==> src/design/qas_pkg.sv <==
// ============================================================================
// qas_pkg
// Shared types and constants of the quoted argument splitter: the result
// record, status codes and the special characters of the line syntax.
// ============================================================================
`default_nettype none

package qas_pkg;

    localparam logic [7:0] CHAR_BACKSLASH    = 8'h5C;
    localparam logic [7:0] CHAR_SINGLE_QUOTE = 8'h27;
    localparam logic [7:0] CHAR_DOUBLE_QUOTE = 8'h22;
    localparam logic [7:0] CHAR_NUL          = 8'h00;
    localparam logic [7:0] CHAR_SPACE        = 8'h20;
    localparam logic [7:0] CHAR_TAB          = 8'h09;
    localparam logic [7:0] CHAR_CR           = 8'h0D;

    localparam logic [1:0] STATUS_OK           = 2'd0;
    localparam logic [1:0] STATUS_OPEN_ESCAPE  = 2'd1;
    localparam logic [1:0] STATUS_OPEN_SINGLE  = 2'd2;
    localparam logic [1:0] STATUS_OPEN_DOUBLE  = 2'd3;

    localparam logic [4:0] LIMIT_RESET = 5'd16;

    typedef struct packed {
        logic       write_enable;
        logic [7:0] write_byte;
        logic [7:0] write_position;
        logic       mark_enable;
        logic [3:0] mark_slot;
        logic       done_res;
        logic [1:0] status;
        logic [4:0] argument_total;
    } qas_result_t;

endpackage

`default_nettype wire

==> src/design/qas_core.sv <==
// ============================================================================
// qas_core
// Tokenizer state machine: holds the mode, write pointer and argument count,
// and forms the result for the request presented at its input.
// ============================================================================
`default_nettype none

module qas_core #(
    parameter int LINE_MAX  = 256,
    parameter int ARG_SLOTS = 16
) (
    input  wire logic                aclk,
    input  wire logic                aresetn,
    input  wire logic                load,
    input  wire logic [7:0]          char_byte,
    input  wire logic                end_of_text,
    input  wire logic [4:0]          argument_limit,
    output qas_pkg::qas_result_t     result
);
    import qas_pkg::*;

    localparam int PTR_W = (LINE_MAX > 2) ? $clog2(LINE_MAX) : 1;
    localparam int CNT_W = $clog2(ARG_SLOTS + 1);
    localparam int EXT_W = CNT_W + 8;
    localparam logic [PTR_W-1:0] PTR_LAST  = PTR_W'(LINE_MAX - 1);
    localparam logic [CNT_W-1:0] SLOTS_MAX = CNT_W'(ARG_SLOTS);

    typedef enum logic [2:0] {
        M_SPACE,
        M_ARG,
        M_SLASH,
        M_SQ,
        M_SQ_SLASH,
        M_DQ,
        M_DQ_SLASH
    } mode_t;

    mode_t             mode_reg, mode_next;
    logic [PTR_W-1:0]  ptr_reg, ptr_next;
    logic [CNT_W-1:0]  cnt_reg, cnt_next;

    logic              is_ws;
    logic              room;
    logic              wen;
    logic [7:0]        wbyte;
    logic              men;
    logic [1:0]        st;
    logic [PTR_W+7:0]  pos_ext;
    logic [EXT_W-1:0]  cnt_ext;
    logic [EXT_W-1:0]  total_ext;

    assign is_ws = (char_byte == CHAR_SPACE) ||
                   ((char_byte >= CHAR_TAB) && (char_byte <= CHAR_CR));
    assign cnt_ext = {8'd0, cnt_reg};
    assign room = (cnt_reg < SLOTS_MAX) && (cnt_ext < EXT_W'(argument_limit));

    always_comb begin
        mode_next = mode_reg;
        cnt_next  = cnt_reg;
        wen       = 1'b0;
        wbyte     = CHAR_NUL;
        men       = 1'b0;
        st        = STATUS_OK;
        if (end_of_text) begin
            case (mode_reg)
                M_ARG:                          wen = 1'b1;
                M_SLASH, M_SQ_SLASH, M_DQ_SLASH: st = STATUS_OPEN_ESCAPE;
                M_SQ:                           st = STATUS_OPEN_SINGLE;
                M_DQ:                           st = STATUS_OPEN_DOUBLE;
                default:                        st = STATUS_OK;
            endcase
        end else begin
            case (mode_reg)
                M_SPACE: begin
                    if (!is_ws) begin
                        if (room) begin
                            men      = 1'b1;
                            cnt_next = cnt_reg + CNT_W'(1);
                        end
                        if (char_byte == CHAR_BACKSLASH) begin
                            mode_next = M_SLASH;
                        end else if (char_byte == CHAR_SINGLE_QUOTE) begin
                            mode_next = M_SQ;
                        end else if (char_byte == CHAR_DOUBLE_QUOTE) begin
                            mode_next = M_DQ;
                        end else begin
                            wen       = 1'b1;
                            wbyte     = char_byte;
                            mode_next = M_ARG;
                        end
                    end
                end
                M_ARG: begin
                    if (is_ws) begin
                        wen       = 1'b1;
                        mode_next = M_SPACE;
                    end else if (char_byte == CHAR_SINGLE_QUOTE) begin
                        mode_next = M_SQ;
                    end else if (char_byte == CHAR_DOUBLE_QUOTE) begin
                        mode_next = M_DQ;
                    end else if (char_byte == CHAR_BACKSLASH) begin
                        mode_next = M_SLASH;
                    end else begin
                        wen   = 1'b1;
                        wbyte = char_byte;
                    end
                end
                M_SLASH: begin
                    wen       = 1'b1;
                    wbyte     = char_byte;
                    mode_next = M_ARG;
                end
                M_SQ: begin
                    if (char_byte == CHAR_SINGLE_QUOTE) begin
                        mode_next = M_ARG;
                    end else if (char_byte == CHAR_BACKSLASH) begin
                        mode_next = M_SQ_SLASH;
                    end else begin
                        wen   = 1'b1;
                        wbyte = char_byte;
                    end
                end
                M_SQ_SLASH: begin
                    wen       = 1'b1;
                    wbyte     = char_byte;
                    mode_next = M_SQ;
                end
                M_DQ: begin
                    if (char_byte == CHAR_DOUBLE_QUOTE) begin
                        mode_next = M_ARG;
                    end else if (char_byte == CHAR_BACKSLASH) begin
                        mode_next = M_DQ_SLASH;
                    end else begin
                        wen   = 1'b1;
                        wbyte = char_byte;
                    end
                end
                M_DQ_SLASH: begin
                    wen       = 1'b1;
                    wbyte     = char_byte;
                    mode_next = M_DQ;
                end
                default: begin
                    mode_next = M_SPACE;
                end
            endcase
        end
    end

    always_comb begin
        ptr_next = ptr_reg;
        if (wen && (ptr_reg < PTR_LAST)) begin
            ptr_next = ptr_reg + PTR_W'(1);
        end
    end

    assign pos_ext   = {8'd0, ptr_reg};
    assign total_ext = {8'd0, cnt_next};

    always_comb begin
        result.write_enable   = wen;
        result.write_byte     = wbyte;
        result.write_position = pos_ext[7:0];
        result.mark_enable    = men;
        result.mark_slot      = men ? cnt_ext[3:0] : 4'd0;
        result.done_res       = end_of_text;
        result.status         = st;
        result.argument_total = total_ext[4:0];
    end

    always_ff @(posedge aclk) begin
        if (!aresetn) begin
            mode_reg <= M_SPACE;
            ptr_reg  <= '0;
            cnt_reg  <= '0;
        end else if (load) begin
            if (end_of_text) begin
                mode_reg <= M_SPACE;
                ptr_reg  <= '0;
                cnt_reg  <= '0;
            end else begin
                mode_reg <= mode_next;
                ptr_reg  <= ptr_next;
                cnt_reg  <= cnt_next;
            end
        end
    end

endmodule

`default_nettype wire

==> src/design/quoted_argument_splitter_unit.sv <==
// ============================================================================
// quoted_argument_splitter_unit
// Splits a command line into shell-style arguments in place, one byte per
// request, with backslash escapes and single and double quotes.
// ============================================================================
// The block takes one request per clock cycle, back to back, unless the
// receiver holds m_ready low, and returns one result per request through
// the input register and then the result register. The rate is set by the
// single mode, pointer and count update that each byte needs. An end-of-text
// request reports the status and argument count and returns the splitter to
// its initial state; the argument limit register keeps its value.
`default_nettype none

module quoted_argument_splitter_unit #(
    parameter int LINE_MAX  = 256,
    parameter int ARG_SLOTS = 16
) (
    input  wire logic       aclk,
    input  wire logic       aresetn,

    input  wire logic       cfg_wen,
    input  wire logic [4:0] cfg_wdata,

    input  wire logic       s_valid,
    output logic            s_ready,
    input  wire logic [7:0] s_char_byte,
    input  wire logic       s_end_of_text,

    output logic            m_valid,
    input  wire logic       m_ready,
    output logic            m_write_enable,
    output logic [7:0]      m_write_byte,
    output logic [7:0]      m_write_position,
    output logic            m_mark_enable,
    output logic [3:0]      m_mark_slot,
    output logic            m_done_res,
    output logic [1:0]      m_status,
    output logic [4:0]      m_argument_total
);
    import qas_pkg::*;

    logic [4:0]  argument_limit_reg;
    logic        in_valid_reg;
    logic [7:0]  char_reg;
    logic        end_reg;
    logic        out_valid_reg;
    qas_result_t result_reg;
    qas_result_t core_res;
    logic        out_advance;
    logic        core_load;

    assign out_advance = !out_valid_reg || m_ready;
    assign core_load   = in_valid_reg && out_advance;
    assign s_ready     = !in_valid_reg || out_advance;

    always_ff @(posedge aclk) begin
        if (!aresetn) begin
            argument_limit_reg <= LIMIT_RESET;
        end else if (cfg_wen) begin
            argument_limit_reg <= cfg_wdata;
        end
    end

    always_ff @(posedge aclk) begin
        if (!aresetn) begin
            in_valid_reg <= 1'b0;
        end else if (s_ready) begin
            in_valid_reg <= s_valid;
        end
    end

    always_ff @(posedge aclk) begin
        if (s_ready && s_valid) begin
            char_reg <= s_char_byte;
            end_reg  <= s_end_of_text;
        end
    end

    qas_core #(
        .LINE_MAX  (LINE_MAX),
        .ARG_SLOTS (ARG_SLOTS)
    ) u_core (
        .aclk           (aclk),
        .aresetn        (aresetn),
        .load           (core_load),
        .char_byte      (char_reg),
        .end_of_text    (end_reg),
        .argument_limit (argument_limit_reg),
        .result         (core_res)
    );

    always_ff @(posedge aclk) begin
        if (!aresetn) begin
            out_valid_reg <= 1'b0;
        end else if (out_advance) begin
            out_valid_reg <= in_valid_reg;
        end
    end

    always_ff @(posedge aclk) begin
        if (core_load) begin
            result_reg <= core_res;
        end
    end

    assign m_valid          = out_valid_reg;
    assign m_write_enable   = result_reg.write_enable;
    assign m_write_byte     = result_reg.write_byte;
    assign m_write_position = result_reg.write_position;
    assign m_mark_enable    = result_reg.mark_enable;
    assign m_mark_slot      = result_reg.mark_slot;
    assign m_done_res       = result_reg.done_res;
    assign m_status         = result_reg.status;
    assign m_argument_total = result_reg.argument_total;

    // After an end-of-text request the pointer and count start again from zero.
    assert property (@(posedge aclk) disable iff (!aresetn)
        (core_load && core_res.done_res) |=>
            (core_res.write_position == 8'd0 && core_res.mark_slot == 4'd0))
        else $error("splitter state not cleared after end of text");

    // A start mark never comes with the end-of-text result.
    assert property (@(posedge aclk) disable iff (!aresetn)
        (m_valid && m_done_res) |-> !m_mark_enable)
        else $error("argument start marked on end of text");

    // Status is only reported on the end-of-text result.
    assert property (@(posedge aclk) disable iff (!aresetn)
        (m_valid && !m_done_res) |-> (m_status == STATUS_OK))
        else $error("status reported before end of text");

    // A result is taken from the input register exactly when the core advances.
    assert property (@(posedge aclk) disable iff (!aresetn)
        core_load |=> out_valid_reg)
        else $error("loaded result lost");

endmodule

`default_nettype wire

==> config.mk <==
export PLATFORM = sky130hd
export DESIGN_NAME = quoted_argument_splitter_unit
export DESIGN_NICKNAME = d
export VERILOG_FILES = /design/src/design/qas_pkg.sv /design/src/design/qas_core.sv /design/src/design/quoted_argument_splitter_unit.sv
export SDC_FILE = /design/constraint.sdc
export NUM_CORES = 1
export LEC_CHECK = 0
export ABC_AREA = 1
export BUFFER_PORTS_ARGS = -buffer_cell sky130_fd_sc_hd__buf_2
export CAP_MARGIN = 15
export CORE_MARGIN = 2
export CORE_UTILIZATION = 24
export CTS_CLUSTER_DIAMETER = 40
export DETAILED_ROUTE_END_ITERATION = 12
export PLACE_DENSITY = 0.46
export SLEW_MARGIN = 20
export SYNTH_ARGS = -nofsm -noshare
export SYNTH_HDL_FRONTEND = slang
export SYNTH_SLANG_ARGS = --single-unit
==> constraint.sdc <==
create_clock -name aclk -period 6.75 [get_ports aclk]
set_input_delay 1.6875 -clock aclk [delete_from_list [all_inputs] [get_ports aclk]]
set_output_delay 1.6875 -clock aclk [all_outputs]
set_load 0.005 [all_outputs]
# After elaboration in Yosys (flattened, before gate mapping)
# Cells that the tools add are included.
totals:
  wordCells: 100
  mem_bits_ro: 0
  in_bits: 19
  ff_bits: 62
  memories: 0
  latch_bits: 0
  ram_bits: 0
classes:
  eq_ne: 14
  add_sub_neg: 2
  div: 0
  mux: 48
  n_mul: 0
  reduce_logical: 15
  order_cmp: 5
  bitwise_logic: 0
  shifts: 0
op_table:
  columns: ["op", "count"]
  rows:
  - ["$mux 8", 11]
  - ["$pmux 8 s5", 1]
  - ["$mux 3", 13]
  - ["$mux 5", 5]
  - ["$eq 8x6->1 const B", 3]
  - ["$pmux 3 s7", 1]
  - ["$mux 1", 15]
  - ["$eq 3x3->1 const B", 3]
  - ["$add 8x1->8 const B", 1]
  - ["$eq 8x7->1 const B", 1]
  - ["$ge 8x4->1 const B", 1]
  - ["$le 8x4->1 const B", 1]
  - ["$lt 8x8->1 const B", 1]
  - ["$ne 4x2->1 const B", 2]
  - ["$eq 3x2->1 const B", 2]
  - ["$ne 6x2->1 const B", 1]
  - ["$pmux 2 s3", 1]
  - ["$add 5x1->5 const B", 1]
  - ["$logic_and 1x1->1", 5]
  - ["$lt 5x5->1", 1]
  - ["$lt 5x5->1 const B", 1]
  - ["$pmux 1 s5", 1]
  - ["$reduce_and 5->1", 1]
  - ["$eq 3x1->1 const B", 1]
  - ["7 further kinds", 10]

# Logic depth before layout (Yosys ltp)
logic_depth:
  ltp_word: 10
  mapped_depth: 14

# Modules after synthesis
# Synthesis repeated with hierarchy kept, for this count alone.
hier_totals:
  cells_unflattened: 341
  hier_area_um2: 3050.4
by_module_without_submodules:
  columns: ["mod", "cells_per_inst", "area_each_um2", "seq_area_each_um2", "n_inst"]
  rows:
  - ["qas_core", 268, 1617.8, 320.3, 1]
  - ["quoted_argument_splitter_unit", 73, 1432.6, 1311.3, 1]

# Worst setup path after synthesis
# OpenSTA, ideal clock, no wires.
synth_timing:
  path_type: "input to register"
  start: "input port m_ready"
  end: "register u_core.mode_reg[0]"
  setup_ps: 114
  cell_stages: 8
  arrival_ps: 3412
  path_slack_ps: 3225
  cell_sequence: "inv_1 nand2_1 nand2_1 inv_1 nand2_1 o21a_1 a21oi_1 nor2_1"
synth_via:
  elab_chain_cells: 3
synth_rtl:
  columns: ["element", "line", "source"]
  rows:
  - ["start: declaration", "quoted_argument_splitter_unit.sv:30", "input wire logic m_ready,"]
  - ["$logic_or 1x1->1", "quoted_argument_splitter_unit.sv:52", "assign out_advance = !out_valid_reg || m_ready;"]
  - ["$logic_and 1x1->1", "quoted_argument_splitter_unit.sv:53", "assign core_load = in_valid_reg && out_advance;"]
  - ["net core_load", "quoted_argument_splitter_unit.sv:50", "logic core_load;"]
  - ["$reduce_and 5->1 (no line)", null, null]
  - ["end signal: assignment", "qas_core.sv:182", "mode_reg <= mode_next;"]
  - ["end: declaration", "qas_core.sv:38", "mode_t mode_reg, mode_next;"]
# The timed path passes the listed nets, and every way through them passes these cells.
# A chain may end at the register's enable or synchronous reset.

# Worst setup path after layout
layout_timing:
  start: "input port m_ready"
  end: "output port s_ready"
layout_via:
  elab_chain_cells: 2
layout_rtl:
  columns: ["element", "line", "source"]
  rows:
  - ["$logic_or 1x1->1", "quoted_argument_splitter_unit.sv:52", null]
  - ["$logic_or 1x1->1", "quoted_argument_splitter_unit.sv:54", "assign s_ready = !in_valid_reg || out_advance;"]
  - ["end: declaration", "quoted_argument_splitter_unit.sv:25", "output logic s_ready,"]
# No other way between the ends.

==> impl_metrics.py <==
metrics = {
    "pwr": {
        "p_int_w": 0.000768,
        "ir_drop_v": 0.0000738,
        "pwr-share-comb": 0.105,
        "p_switching_w": 0.000254,
        "pwr-share-seq": 0.426,
        "switching_share": 0.248,
        "clkPwrFrac": 0.469,
        "p_per_area_mw_per_mm2": 278,
        "power.leakage_nw": 1.61,
    },
    "clock_tree": {
        "tritoncts": "done",
        "ctsHoldBuffers": 0,
        "cts_sinks": 62,
        "cts_root_buf": "clkbuf_16",
        "htreeDepth": 3,
        "cts_setup_buffers": 0,
        "postCtsResizedCells": 0,
        "clk_pin_slew_ns": 0.06,
        "cts_buffers": 9,
        "clock_path_buffers": 2,
        "worstSkewPairLatency_ns": 0.34,
    },
    "routing": {
        "dr.pass1.iters": 4,
        "wirelength_um": 6690,
        "antenna_left": 0,
        "drcViolationCount": 0,
        "drt_iter0_drc": 148,
        "wl_per_cell_um": 12.2,
        "vias_per_cell": 4.39,
        "vias": 2403,
    },
    "grt": {
        "grt_max_degree": 20,
        "antenna_found_initial": 0,
        "first_global_vias": 2232,
        "grt_pass1_wl_um": 10900,
        "grt_remaining_overflow": 0,
        "grt_usage": 0.108,
    },
    "yosys": {
        "async_flop_share": 0,
        "synth_nets": 362,
        "yosys_warnings": 0,
        "post-synth-top-count-cell": "nand2_1",
        "synth-seq-area-share": 0.555,
        "ys_seq_elements": 62,
        "synth_area_leaders": "edfxtp_1 (40%), dfxtp_1 (16%), nand2_1 (10%), nor2_1 (5.4%), nand3_1 (4.8%)",
        "synth_common_cells": "nand2_1 (82), nor2_1 (42), edfxtp_1 (39), inv_1 (34), nand3_1 (28)",
        "yosysUniqueCellTypes": 29,
        "netlist_instances": 337,
        "synth-edff-count": 39,
        "synth-main-ff-cell": "edfxtp_1",
        "avgSynthCellArea_um2": 8.72,
        "netlist_area_mm2": 0.00294,
        "synth_top_area_cell": "edfxtp_1",
        "synth_top_area_frac": 0.398,
    },
    "place": {
        "dpl.cell_count": 531,
        "port_buffers": 50,
        "hpwl_um": 4900,
        "gp_congestion": 0.874,
    },
    "hold_path": {
        "worst_hold_path.num_cells": 2,
        "min_path_type": "register to register",
    },
    "die": {
        "rows": 40,
        "start_util": 0.246,
        "dieHeight_um": 115,
        "core_area_mm2": 0.0120,
        "ios": 51,
        "die_w_um": 115,
        "dieArea_mm2": 0.0131,
    },
    "worst_setup_path": {
        "path_class": "primary input to output port",
        "cp.depth": 4,
        "start_kind": "primary input",
        "worstSetupEndpointType": "output port",
        "slowest_delay_ns": 0.14,
        "crit_path_max_fanout": 3,
        "crit_family": "buffers and inverters",
        "cp_common_cell": "buf_2",
        "crit_chain": "buf_2, inv_1, nand3_1, buf_2",
        "arrival_ns": 2.09,
        "cp_slowest_cell": "buf_2",
        "reg2regPathDepth": 9,
        "cp_num_buf_inv": 3,
        "critPathRequiredTime_ns": 5.06,
    },
    "layout": {
        "multiInputGateArea_mm2": 0.00113,
        "drive_above_1_share": 0.228,
        "fillers": 1235,
        "seqCellArea_mm2": 0.00163,
        "diodes": 0,
        "areaGrowthSynthToFinish_pct": 25.2,
        "nNetsFinal": 420,
        "final_cells": 547,
    },
    "timing": {
        "worst_pin_slew_ns": 0.666,
        "min_period_ns": 3.77,
        "rsz0062_at_grt": "false",
        "hold_viol": 0,
        "period_share": 0.559,
        "fin_skew_ns": 0.00732,
        "setup_viol": 0,
        "fin_setup_tns_ns": 0,
        "slew_violations": 0,
        "max_freq_ghz": 0.265,
        "max_slew_margin": 0.556,
    },
    "flow_run": {
        "maxCapViolCount": 0,
    },
    "outcome": {
        "run_status": "completed",
    },
}
==> cell usage in the layout, fill, tap and decap left out, drive strengths merged, types with 2 or more instances in the layout <==
cell    count
inv        46
xor2        4
buf        51
nand3      29
nand2      89
nor2       46
nand4       7
a31oi       2
a21oi      23
clkinv      2
dfxtp      23
o21a        2
edfxtp     39
o21ai       8
ha          6
nor3        7
clkbuf     10
==> worst reg2reg max path: stages, from the launching register on <==
cell	delay [ns]
edfxtp_1	0.67
inv_1	0.52
nand2_1	0.19
nor3_1	0.24
nand2_1	0.09
nand2_1	0.06
nand2_1	0.04
inv_1	0.06
nand2_1	0.05
a21oi_1	0.11
==> cells by family after synthesis <==
family                     count (synthesis)  share of synthesized area
xor gates and xnor gates                   5                     0.0149
buffers and inverters                     47                     0.0600
adders and majority gates                  6                     0.0255
AOI/OAI and AO/OA                         38                     0.0715
and+or+nand+nor                          179                      0.273
DFF                                       62                      0.555
==> final cells by class <==
type	instances	share of cell area
clock buffers	10	0.0680
inverters	43	0.0438
well taps	147	0.0500
clock inverters	6	0.0177
multi-input cells	228	0.307
flip-flops and latches	62	0.443
repair buffers	51	0.0700
==> power by group through the flow <==
stage / Combinational [W] / Clock, W / Sequential (W)
global placement: 0.000106 / 0 / 0.000443
floorplan: 0.0000719 / 0 / 0.000441
global route: 0.000123 / 0.000510 / 0.000437
CTS: 0.000108 / 0.000494 / 0.000435
finish: 0.000107 / 0.000479 / 0.000435
detailed placement: 0.000108 / 0 / 0.000443
==> worst paths after layout <==
check / start / end / slack (ns)
min: argument_limit_reg[2] / argument_limit_reg[2] / 0.47
min reg2reg: argument_limit_reg[2] / argument_limit_reg[2] / 0.47
max: m_ready / s_ready / 2.98
max reg2reg: end_reg / u_core.cnt_reg[3] / 4.64
==> routing by layer <==
metal,global-route usage,up-vias,routed length (µm)
li1,-,1238,-
met1,0.129,1086,2930
met2,0.178,67,3250
met3,0.0281,12,356
met4,0.0610,0,149
met5,0,-,0
==> stage by stage <==
step	worst slack (ns)	power (W)	cell area, µm²	util	hold slack, ns
finish	2.98	0.00102	3680	0.308	0.470
floorplan	3.22	0.000513	2940	-	0.440
detailed placement	2.98	0.000551	3370	0.281	0.468
global placement	2.99	0.000549	3370	0.281	0.462
CTS	2.98	0.00104	3680	0.308	0.479
global route	2.94	0.00107	3680	0.308	0.503
No activity file was read; power rests on OpenSTA's default activity.
